`config.mk`:
```
export PLATFORM = sky130hd
export DESIGN_NAME = dstq_cell
export DESIGN_NICKNAME = d
export VERILOG_FILES = /design/src/hdl/dstq_pkg.sv /design/src/hdl/dstq_cell.sv
export SDC_FILE = /design/constraint.sdc
export NUM_CORES = 1
export LEC_CHECK = 0
export ABC_AREA = 0
export CORE_AREA = 2 2 262 264
export CTS_BUF_LIST = sky130_fd_sc_hd__clkbuf_2 sky130_fd_sc_hd__clkbuf_4 sky130_fd_sc_hd__clkbuf_8
export DETAILED_ROUTE_END_ITERATION = 12
export DIE_AREA = 0 0 264 266
export DONT_BUFFER_PORTS = 1
export GPL_TIMING_DRIVEN = 0
export PLACE_DENSITY_LB_ADDON = 0.15
export SETUP_SLACK_MARGIN = 0.4
export SYNTH_ARGS = -nofsm -noshare
export SYNTH_HDL_FRONTEND = slang
export SYNTH_SLANG_ARGS = --single-unit
```
`constraint.sdc`:
```
create_clock -name clk -period 30.9 [get_ports clk]
set_clock_uncertainty 0.1 [all_clocks]
set_input_delay 6.18 -clock clk [delete_from_list [all_inputs] [get_ports clk]]
set_output_delay 6.18 -clock clk [all_outputs]
set_load 0.005 [all_outputs]
```
`src/hdl/dstq_pkg.sv`:
```
// dstq_pkg: shared types and codes for the deadline sorted timer queue.
// No dependencies.
`default_nettype none
package dstq_pkg;
  localparam logic [1:0] KIND_SCHED   = 2'd0;
  localparam logic [1:0] KIND_CANCEL  = 2'd1;
  localparam logic [1:0] KIND_RESCHED = 2'd2;
  localparam logic [1:0] KIND_TICK    = 2'd3;

  localparam logic [1:0] ST_OK       = 2'd0;
  localparam logic [1:0] ST_FULL     = 2'd1;
  localparam logic [1:0] ST_NOTFOUND = 2'd2;

  typedef struct packed {
    logic [63:0] deadline;
    logic [63:0] period;
    logic [31:0] id;
    logic [7:0]  target;
  } entry_t;

  // row operation broadcast to every cell
  typedef enum logic [1:0] {
    OP_HOLD,
    OP_INSERT,
    OP_REMOVE
  } cell_op_t;

  typedef struct packed {
    cell_op_t    op;
    entry_t      ent;
  } cell_ctl_t;

  typedef enum logic [2:0] {
    S_IDLE,
    S_FIND,
    S_REMOVE,
    S_INSERT,
    S_TICK,
    S_OUT
  } state_t;
endpackage
`default_nettype wire

```
`src/hdl/dstq_cell.sv`:
```
// dstq_cell: one slot of the sorted row. Holds an entry and a valid flag,
// takes its left or right neighbor on shifts. Depends on dstq_pkg.
`default_nettype none
module dstq_cell (
  input  wire                 clk,
  input  wire                 rst_n,
  input  dstq_pkg::cell_ctl_t ctl,
  input  wire                 sel,          // this cell is the op position
  input  wire                 shift,        // this cell is past the position
  input  dstq_pkg::entry_t    left_ent,
  input  wire                 left_vld,
  input  dstq_pkg::entry_t    right_ent,
  input  wire                 right_vld,
  output dstq_pkg::entry_t    ent,
  output logic                vld
);
  dstq_pkg::entry_t ent_r, ent_nxt;
  logic vld_r, vld_nxt;

  always_comb begin
    ent_nxt = ent_r;
    vld_nxt = vld_r;
    unique case (ctl.op)
      dstq_pkg::OP_INSERT: begin
        if (sel) begin
          ent_nxt = ctl.ent;
          vld_nxt = 1'b1;
        end else if (shift) begin
          ent_nxt = left_ent;
          vld_nxt = left_vld;
        end
      end
      dstq_pkg::OP_REMOVE: begin
        if (sel || shift) begin
          ent_nxt = right_ent;
          vld_nxt = right_vld;
        end
      end
      default: ;
    endcase
  end

  always_ff @(posedge clk) begin
    ent_r <= ent_nxt;
    if (!rst_n) vld_r <= 1'b0;
    else vld_r <= vld_nxt;
  end

  assign ent = ent_r;
  assign vld = vld_r;
endmodule
`default_nettype wire

```
=== After elaboration in Yosys (flattened, before gate mapping) ===
Cells that the tools add are included.

* Memory bits (read-only): 0
* Input port bits: 512
* Memories: 0
* Register bits: 169
* Latch bits: 0
* Bits in writable memories: 0

* Multipliers: 0
* Bitwise operators: 0
* Add/subtract/negate cells: 0
* Reductions and logical operators: 3
* Div/mod/pow operators: 0
* Shift operators: 0
* Magnitude comparators: 0
* Eq/ne operators: 4
* Multiplexer cells: 8

{| class="wikitable"
|+ Operator list
! kind !! count
|-
| 168-bit two-way mux || 3
|-
| 168-bit one-hot mux with 2 select lines || 1
|-
| 1-bit two-way mux || 3
|-
| 3-bit != test, second input constant || 1
|-
| 3-bit AND reduction || 1
|-
| 2-bit by 1-bit == test with 1-bit output, second input constant || 1
|-
| 2-bit == test, second input constant || 1
|-
| 2-bit != test, second input constant || 1
|-
| 1-bit one-hot mux with 2 select lines || 1
|-
| 2-bit nonzero test || 1
|-
| 1-bit logical OR || 1
|}

=== Logic depth before layout (Yosys ltp) ===
Gate-level depths: netlist (run 1).

* Word-level depth: 3
* Depth in mapped cells: 6
* Gate-level depth less buffers: 3

=== Worst setup path before layout (run 1) ===
No wires, ideal clock.

* Path type: input port to flip-flop
* From: input sel
* To: register ent_r (netlist bit ent[0]), enable pin
* Data arrival time: 14.664 ns
* Cell stages on the path: 4
* Setup slack: 15.383 ns
* Buffers on the path: 2
* Setup time: 0.752 ns
* Cell sequence: buf_4 buf_4 nor2_1 a21oi_1

* Word-level cells in the longest chain between the ends: 3

{| class="wikitable"
|+ RTL lines
! what !! line !! source
|-
| start: declaration || dstq_cell.sv:8 || <nowiki>input wire sel,</nowiki>
|-
| 1-bit logical OR || dstq_cell.sv:34 || <nowiki>if (sel || shift) begin</nowiki>
|-
| 2-bit != test (no source line) || -- ||
|-
| 3-bit AND reduction (no source line) (*) || -- ||
|-
| end signal: assignment || dstq_cell.sv:44 || <nowiki>ent_r <= ent_nxt;</nowiki>
|-
| end: declaration || dstq_cell.sv:17 || <nowiki>dstq_pkg::entry_t ent_r, ent_nxt;</nowiki>
|}

Every way passes the cells marked *; elsewhere a longest branch is shown, timed or not.
A chain may end at the register's enable or synchronous reset.

=== Final worst setup path (run 1) ===
* From: input sel
* To: register ent_r (netlist bit ent[42]), enable pin

The elaborated chain is that of the path after synthesis.

==> results.md, run 1 <==
Worst setup path:
- For this run, the slowest stage of the critical path takes 0.32 ns.
- The arrival time of the worst setup path is roughly 8.1 ns.
- STA classifies the critical path endpoint as a register.
- For the worst setup path, the data required time is 31.04 ns.
- The critical path is of the in -> reg type.
- The cell type of the slowest stage on the worst timing path is sky130_fd_sc_hd__buf_4.
- Along the worst path, the maximum fanout reaches 27.
- The cell seen most often among critical-path stages is sky130_fd_sc_hd__buf_12.
- The critical path goes through buf_4 -> buf_4 -> nor2_1 -> a21oi_4 -> buf_16 -> buf_12 -> buf_12 -> buf_12.
- The worst setup path is launched from an input port.

STA:
- The final clock period utilization by the worst path is between 20 and 30%.
- The worst pin sits at a relative slew slack of between 50% and 60%.
- The final count of hold timing violations came to 0.
- The final number of max-transition violations is 0.
- Subtracting the final worst setup slack from the clock period gives between 7 and 8 ns.
- Adding up every negative setup slack in the final design gives 0 ns.
- The final setup slack of the worst path is roughly 23 ns.
- The worst hold slack after final layout is approximately 0.53 ns.
- Setup violations remaining at the end of the flow were counted as 0.
- Setup repair after global routing left no endpoint under its margin.
- The highest achievable clock rate is between 0.1 and 0.15 GHz.
- At the pin with the least slew margin, the transition time is roughly 0.71 ns.

Cells and area:
- Cells fill around 15% of the core in the end.
- The area added between synthesis and finish is 19.03%.
- With fillers left out, the area of the finished cells amounts to ~10000 um^2.
- The multi-input gate area in the final layout is about 3200 um^2.
- For this run, the post-layout net count is around 1300.
- After the flow finishes, the layout carries non-filler instances totaling about 1700.
- Leaving out fill and tap cells, the most frequent cells in the layout are sky130_fd_sc_hd__nand2_1 (169), sky130_fd_sc_hd__mux2i_1 (168), sky130_fd_sc_hd__edfxtp_1 (168).
- Leaving out fill and tap cells, the most frequent cell in the layout is sky130_fd_sc_hd__nand2_1.
- The share of final-layout standard cells stronger than drive strength 1 is between 10% and 20%.
- Registers take between 5000 and 6000 um^2.
- The number of fill cells in the layout is between 7000 and 8000.

Routing:
- For this run, design rule violations remaining after detail routing come to 0.
- The violation count after the first detailed-routing iteration is 366.
- The number of optimization iterations in the first detailed-route pass is 4.
- The routed wire length is 40520 um.
- The antenna violation net count after detailed routing is 0.
- In the final routed layout, each cell accounts on average for between 20 and 25 um.
- The mean number of vias per cell is between 3 and 4.
- Detailed routing inserted a total of just over 6000 vias.

Yosys:
- After Yosys synthesis, full adders, half adders and majority gates account for 0% of the synthesized area.
- The Yosys warning count is 0.
- Synthesis produced a netlist whose cell count is 741.
- In this run, synthesis produced a sequential element count of between 150 and 200.
- In this run the mean area of a mapped cell was 11.75 um^2.
- The netlist uses 21 different library cells.
- Of the synthesized area, sequential elements account for around three fifths.
- Summing the areas of all compound-gate instances in the mapped netlist gives about a tenth of the synthesized area.
- After Yosys synthesis, XOR and XNOR cells account for 0% of the synthesized area.
- By area, the combinational part of the netlist is dominated by multiplexers.
- The post-synth net total is 1253.
- The area fraction in and, or, nand and nor cells after synthesis is about 7.7%.
- The cell area that synthesis handed to floorplanning was approximately 8700 um^2.
- The portion of synthesized area spent on multiplexers is approximately 19%.

Clock tree:
- The number of H-tree branching levels is 4.
- Clock-pin slew was measured on the worst setup and hold paths at about 0.09 ns.
- The post-CTS setup buffer count is 0.
- The number of clock buffers added by TritonCTS is 17.
- The later pin in the worst-skew pair is clocked with a latency of 0.53 ns.
- The maximum root-to-sink buffer count is 2.
- After clock tree synthesis, the repair step resized 0 gates.
- Buffers inserted to repair hold after CTS numbered 0.
- Clock tree synthesis found a total of approximately 170 sinks.
- CTS placed an instance of sky130_fd_sc_hd__clkbuf_8 at the clock tree root.
- The clock tree from TritonCTS is yes.

Flow run:
- The number of max-cap violations is 0.

Run status:
- The flow ran to the end, and the final reports show no timing, DRC or antenna violations.

Global route:
- The number of global-route vias before repair is around 6600.
- The number of antenna violations at the first check in global routing is 8.
- Across every metal layer, demand over resource in global routing totals between 10% and 20%.
- The maximum number of pins on one net before global-route repair is 28.
- The first global-routing pass estimated 52260 um of wire.
- The total overflow left after global routing is 0.

Floorplan:
- In this run the vertical extent of the chip is 266 um.
- The die boundary width is 264 um.
- The die outline area is between 70000 and 80000 um^2.
- Pin placement for this block handled around 680 I/O pins.
- The placeable core region is 67750 um^2.
- The number of rows in the core area is 96.
- For this configuration, the core starts out at a cell density of between 10% and 20%.

Power:
- Across the VDD grid, the largest voltage drop is between 0.00002 and 0.000025 V.
- The power density over the cells is between 50 and 60 nW/um^2.
- The leakage power total is 3.558 nW.
- The completed layout was analyzed and its total power is 539.1 uW.

Placement:
- The cell count after placement is 1630.
- Summed over all nets, the half-perimeter wirelength after detailed placement is 32520 um.
- The congestion estimate from routability-driven global placement came to ~0.80.
- The worst setup slack after placement is roughly 22 ns.
- The placed instances occupy a cell area of 9967 um^2.
- In this run the tool buffered the top-level ports with 0 buffer cells.

Min path:
- The tightest min-delay check is of the reg -> reg type.
-- synthesized netlist by cell type --
cell type,count,area share (%)
sky130_fd_sc_hd__nor2_1,1,0.043
sky130_fd_sc_hd__dfxtp_1,1,0.23
sky130_fd_sc_hd__mux2i_1,168,19
sky130_fd_sc_hd__o22ai_1,1,0.072
sky130_fd_sc_hd__o21ai_0,92,5.3
sky130_fd_sc_hd__nand2b_1,2,0.14
sky130_fd_sc_hd__buf_2,10,0.57
sky130_fd_sc_hd__clkbuf_4,1,0.086
sky130_fd_sc_hd__a21oi_1,1,0.057
sky130_fd_sc_hd__a211oi_1,1,0.086
sky130_fd_sc_hd__nor4b_1,1,0.10
sky130_fd_sc_hd__edfxtp_1,168,58
sky130_fd_sc_hd__inv_1,1,0.043
sky130_fd_sc_hd__and2b_1,1,0.086
sky130_fd_sc_hd__buf_6,18,2.3
sky130_fd_sc_hd__clkbuf_1,7,0.30
sky130_fd_sc_hd__a2bb2oi_1,1,0.10
sky130_fd_sc_hd__o21ai_1,77,4.4
sky130_fd_sc_hd__clkbuf_2,9,0.52
sky130_fd_sc_hd__buf_4,11,0.95
sky130_fd_sc_hd__nand2_1,169,7.3
-- routing by layer --
metal | vias up | wire length, um | GRT usage [%]
li1 | 2765 | - | -
met1 | 2885 | 13810 | 10.69
met2 | 478 | 21300 | 20.19
met3 | 53 | 4014 | 4.695
met4 | 0 | 1389 | 5.482
met5 | - | 0 | 0
-- report_power, final --
group	internal (mW)	switching, mW	total, mW
Combinational	0.0250	0.0422	0.0671
Sequential	0.286	0.0182	0.304
Clock	0.0663	0.101	0.168
Total	0.377	0.162	0.539
-- flip-flops by register name, indices dropped and copies added (netlist names) --
signal  count
ent       168
vld         1
-- cell type report --
type                            instances  area share [%]
Clock buffer                           18           2.331
Multi-Input combinational cell        515           31.20
Clock inverter                         14           1.328
Sequential cell                       169           48.88
Antenna cell                            6          0.1449
Timing Repair Buffer                    7           1.425
Buffer                                 56           3.997
Tap cell                              882           10.65
Inverter                                1         0.03623
-- kinds of logic (layout without fill, tap and decap cells) --
family / count (synthesis) / in the layout
other: 0 / 6
buffers and inverters: 57 / 96
AND/OR/NAND/NOR: 174 / 174
flip-flops: 169 / 169
multiplexers: 168 / 168
AO/OA/AOI/OAI: 173 / 173
-- worst max-delay path: cells and delay by family --
kind | cells | cell delay, ns
AO/OA/AOI/OAI | 1 | 0.30
AND/OR/NAND/NOR | 1 | 0.13
buffers and inverters | 6 | 1.44
-- final timing paths --
| kind | cells after the start | startpoint | slack [ns] | to |
|---|---|---|---|---|
| setup / recovery | 8 | sel | 22.92 | ent[42] |
| hold / removal | 2 | vld | 0.53 | vld |
| setup reg to reg | 2 | vld | 29.96 | vld |
| hold reg to reg | 2 | vld | 0.53 | vld |
Note: power is estimated with default switching activity, not from simulation.
==> run 2: changes to the inputs <==
- clock period: 30.9 -> 7.4 ns (I/O delays scaled with it)
==> run 2 against run 1 <==
Design area barely moved. Routed wire length fell by 2.0%. Sequential share of layout area barely moved. Count of clock-buffer cells in the layout rose by 1. Register-to-register slack got worse by 24 ns. Die area did not move.
==> results.md, run 2 (synthesized netlist as in run 1, its figures left out) <==
Run status:
- The run finished with clean final reports.

Routing:
- The mean number of vias per cell is 3.651 (-1.5%).
- The violation count after the first detailed-routing iteration is 332 (-9.3%).
- The routed wirelength normalized by instance count came to 23.79 um (-2.1%).
- The antenna violation net count after detailed routing is 0 (unchanged).
- The residual DRC count came to 0 (unchanged).
- The total number of vias is 6098 (-1.3%).
- The number of optimization iterations in the first detailed-route pass is 4 (unchanged).
- The routed wire length is 39720 um (-2.0%).

Placement:
- The final weighted congestion of routability-driven global placement is 0.7850 (-2.1%).
- The number of port buffers is 0 (unchanged).
- The placed wire-length estimate after detailed placement is 31970 um (-1.7%).

Clock tree:
- The number of H-tree branching levels is 4 (unchanged).
- The clock-pin slew reported for the worst setup and hold paths after clock tree synthesis is 0.09 ns (about the same).
- The number of CTS-inserted buffers was 17 (unchanged).
- The maximum root-to-sink buffer count is 2 (unchanged).
- The worst-skew pair later-pin latency is 0.52 ns (about the same).
- The clock net sink count is 169 (unchanged).
- The clock root buffer is sky130_fd_sc_hd__clkbuf_8.
- TritonCTS built the clock tree.
- The hold buffer count at CTS was 0 (unchanged).
- The post-CTS setup buffer count was 0 (unchanged).
- The post-cts repair resize count is 0 (unchanged).

Cells and area:
- The area added between synthesis and finish is 19.12% (about the same).
- The flip-flop count of the largest register, all copies and words added is 168 (unchanged).
- The library cells used most frequently in the layout, excluding fill and tap cells, are sky130_fd_sc_hd__nand2_1 (169), sky130_fd_sc_hd__mux2i_1 (168), sky130_fd_sc_hd__edfxtp_1 (168).
- The most common library cell in the layout ignoring fill and taps is sky130_fd_sc_hd__nand2_1.
- The final net count is 1278 (-0.078%).
- The number of fill cells in the layout came to 7624 (-0.35%).
- The share of final-layout standard cells stronger than drive strength 1 was 11.30% (+0.014 points).

Floorplan:
- The overall die height was 266 um (unchanged).
- The placeable core region is 67750 um^2 (unchanged).
- The count of boundary I/O pins is 681 (unchanged).
- The starting density of the core is 12.85% (unchanged).
- The die boundary width is 264 um (unchanged).
- The number of rows in the core area is 96 (unchanged).
- The die outline area is 70220 um^2 (unchanged).

Flow run:
- The number of max-cap violations is 0 (unchanged).

Worst setup path:
- The cell type of the slowest stage on the worst timing path is sky130_fd_sc_hd__a21oi_4.
- The peak fanout along the critical path is 27 (unchanged).
- The setup path with the least slack is of type in -> reg.
- Traced cell by cell, the critical path runs through buf_4 -> buf_4 -> nor2_1 -> a21oi_4 -> buf_12 -> buf_12 -> buf_12.
- The arrival time of the worst setup path is 3.66 ns (-4.46 ns).
- The maximum single-stage delay on the critical path was 0.62 ns (+0.30 ns).
- The kind of cell with the highest combined delay along the critical path is buffers and inverters.
- The startpoint kind of the worst setup timing path is an input port.
- By instance count, the cell type seen most on the critical path is sky130_fd_sc_hd__buf_12.
- The data required time of the worst path is 7.54 ns (-23.50 ns).
- The endpoint class of the critical path is a register.
- The sum of buffers and inverters on the critical path is 5 (-1).

STA:
- The worst path in the final design needs a cycle of approximately 3.5 ns, including I/O delays and setup.
- The highest achievable clock rate is ~0.28 GHz.
- In the finished design, the share of the clock period the worst path needs comes to a little under half.
- The final setup violation count is 0 (unchanged).
- Setup repair after global routing left no endpoint under its margin.
- The final count of hold timing violations is 0 (unchanged).
- The accumulated negative setup slack is 0 ns (unchanged).
- The worst-margin pin slew is 0.7735 ns (+0.06584 ns).
- The relative slew slack is 48.32% (-4.0 points).
- The final number of max-transition violations came to 0 (unchanged).

Global route:
- The wire length of the first global-routing pass is 51690 um (-1.1%).
- The remaining global-route overflow is 0 (unchanged).
- The number of global-route vias before repair came to 6678 (+1.4%).
- The global-route total usage across every layer is 10.89% (-0.18 points).
- The maximum number of pins on one net before global-route repair came to 28 (unchanged).
- The number of antenna violations at the first check in global routing is 11 (+3).

Power:
- The worst supply voltage drop on vdd is 0.00009591 V (+360%).
- The leakage power total is 3.562 nW (+0.11%).
- The power density over the cells is 219.6 nW/um^2 (+320%).
- The post-layout total power is 2.277 mW (+320%).

Min path:
- The worst hold path belongs to the class reg -> reg.
[run 2: routing by layer]
layer	GRT usage, %	share of wire [%]	wire, um	up-vias
met5	0	0.033	13	-
met4	5.805	3.7	1482	2
met3	4.261	9.3	3697	51
met2	19.94	53	20880	438
met1	10.52	34	13650	2840
li1	-	-	-	2767
[run 2: tightest hold or removal path, cell delays in order, from the launching register on]
cell and delay, ns:
sky130_fd_sc_hd__dfxtp_1 0.38, sky130_fd_sc_hd__o21ai_0 0.18, sky130_fd_sc_hd__a211oi_1 0.05
[run 2: per-stage QoR]
step / area [um^2] / util (%) / worst slack [ns] / std cells / hold slack (ns)
5_1_grt: 10370 / 15.31 / 3.778 / 1670 / 0.6759
3_5_place_dp: 9940 / 14.67 / 3.256 / 1629 / 0.5705
3_3_place_gp: 9819 / 14.49 / 0.1428 / 1623 / 0.5759
6_report: 10370 / 15.31 / 3.879 / 1670 / 0.5511
2_1_floorplan: 8716 / - / 2.235 / 741 / 0.4538
4_1_cts: 10350 / 15.27 / 3.890 / 1661 / 0.5884
[run 2: final cells by class]
type                            count  area [um^2]  area share, %
Timing Repair Buffer                6        120.1          1.158
Clock buffer                       19        249.0          2.401
Antenna cell                        9        22.52         0.2172
Buffer                             56        414.1          3.994
Clock inverter                     13        157.7          1.520
Sequential cell                   169         5065          48.85
Tap cell                          882         1104          10.64
Inverter                            1        3.754        0.03620
Multi-Input combinational cell    515         3233          31.18
[run 2: worst paths after layout]
path	from	to	slack (ns)	depth (start not counted)
max	sel	ent[104]	3.88	7
min	vld	vld	0.55	2
max reg2reg	vld	vld	6.41	2
min reg2reg	vld	vld	0.55	2
[run 2: report_power, final]
| part | internal [mW] | switching [mW] |
|---|---|---|
| Clock | 0.317 | 0.413 |
| Sequential | 1.19 | 0.0778 |
| Combinational | 0.102 | 0.173 |
| Total | 1.61 | 0.664 |
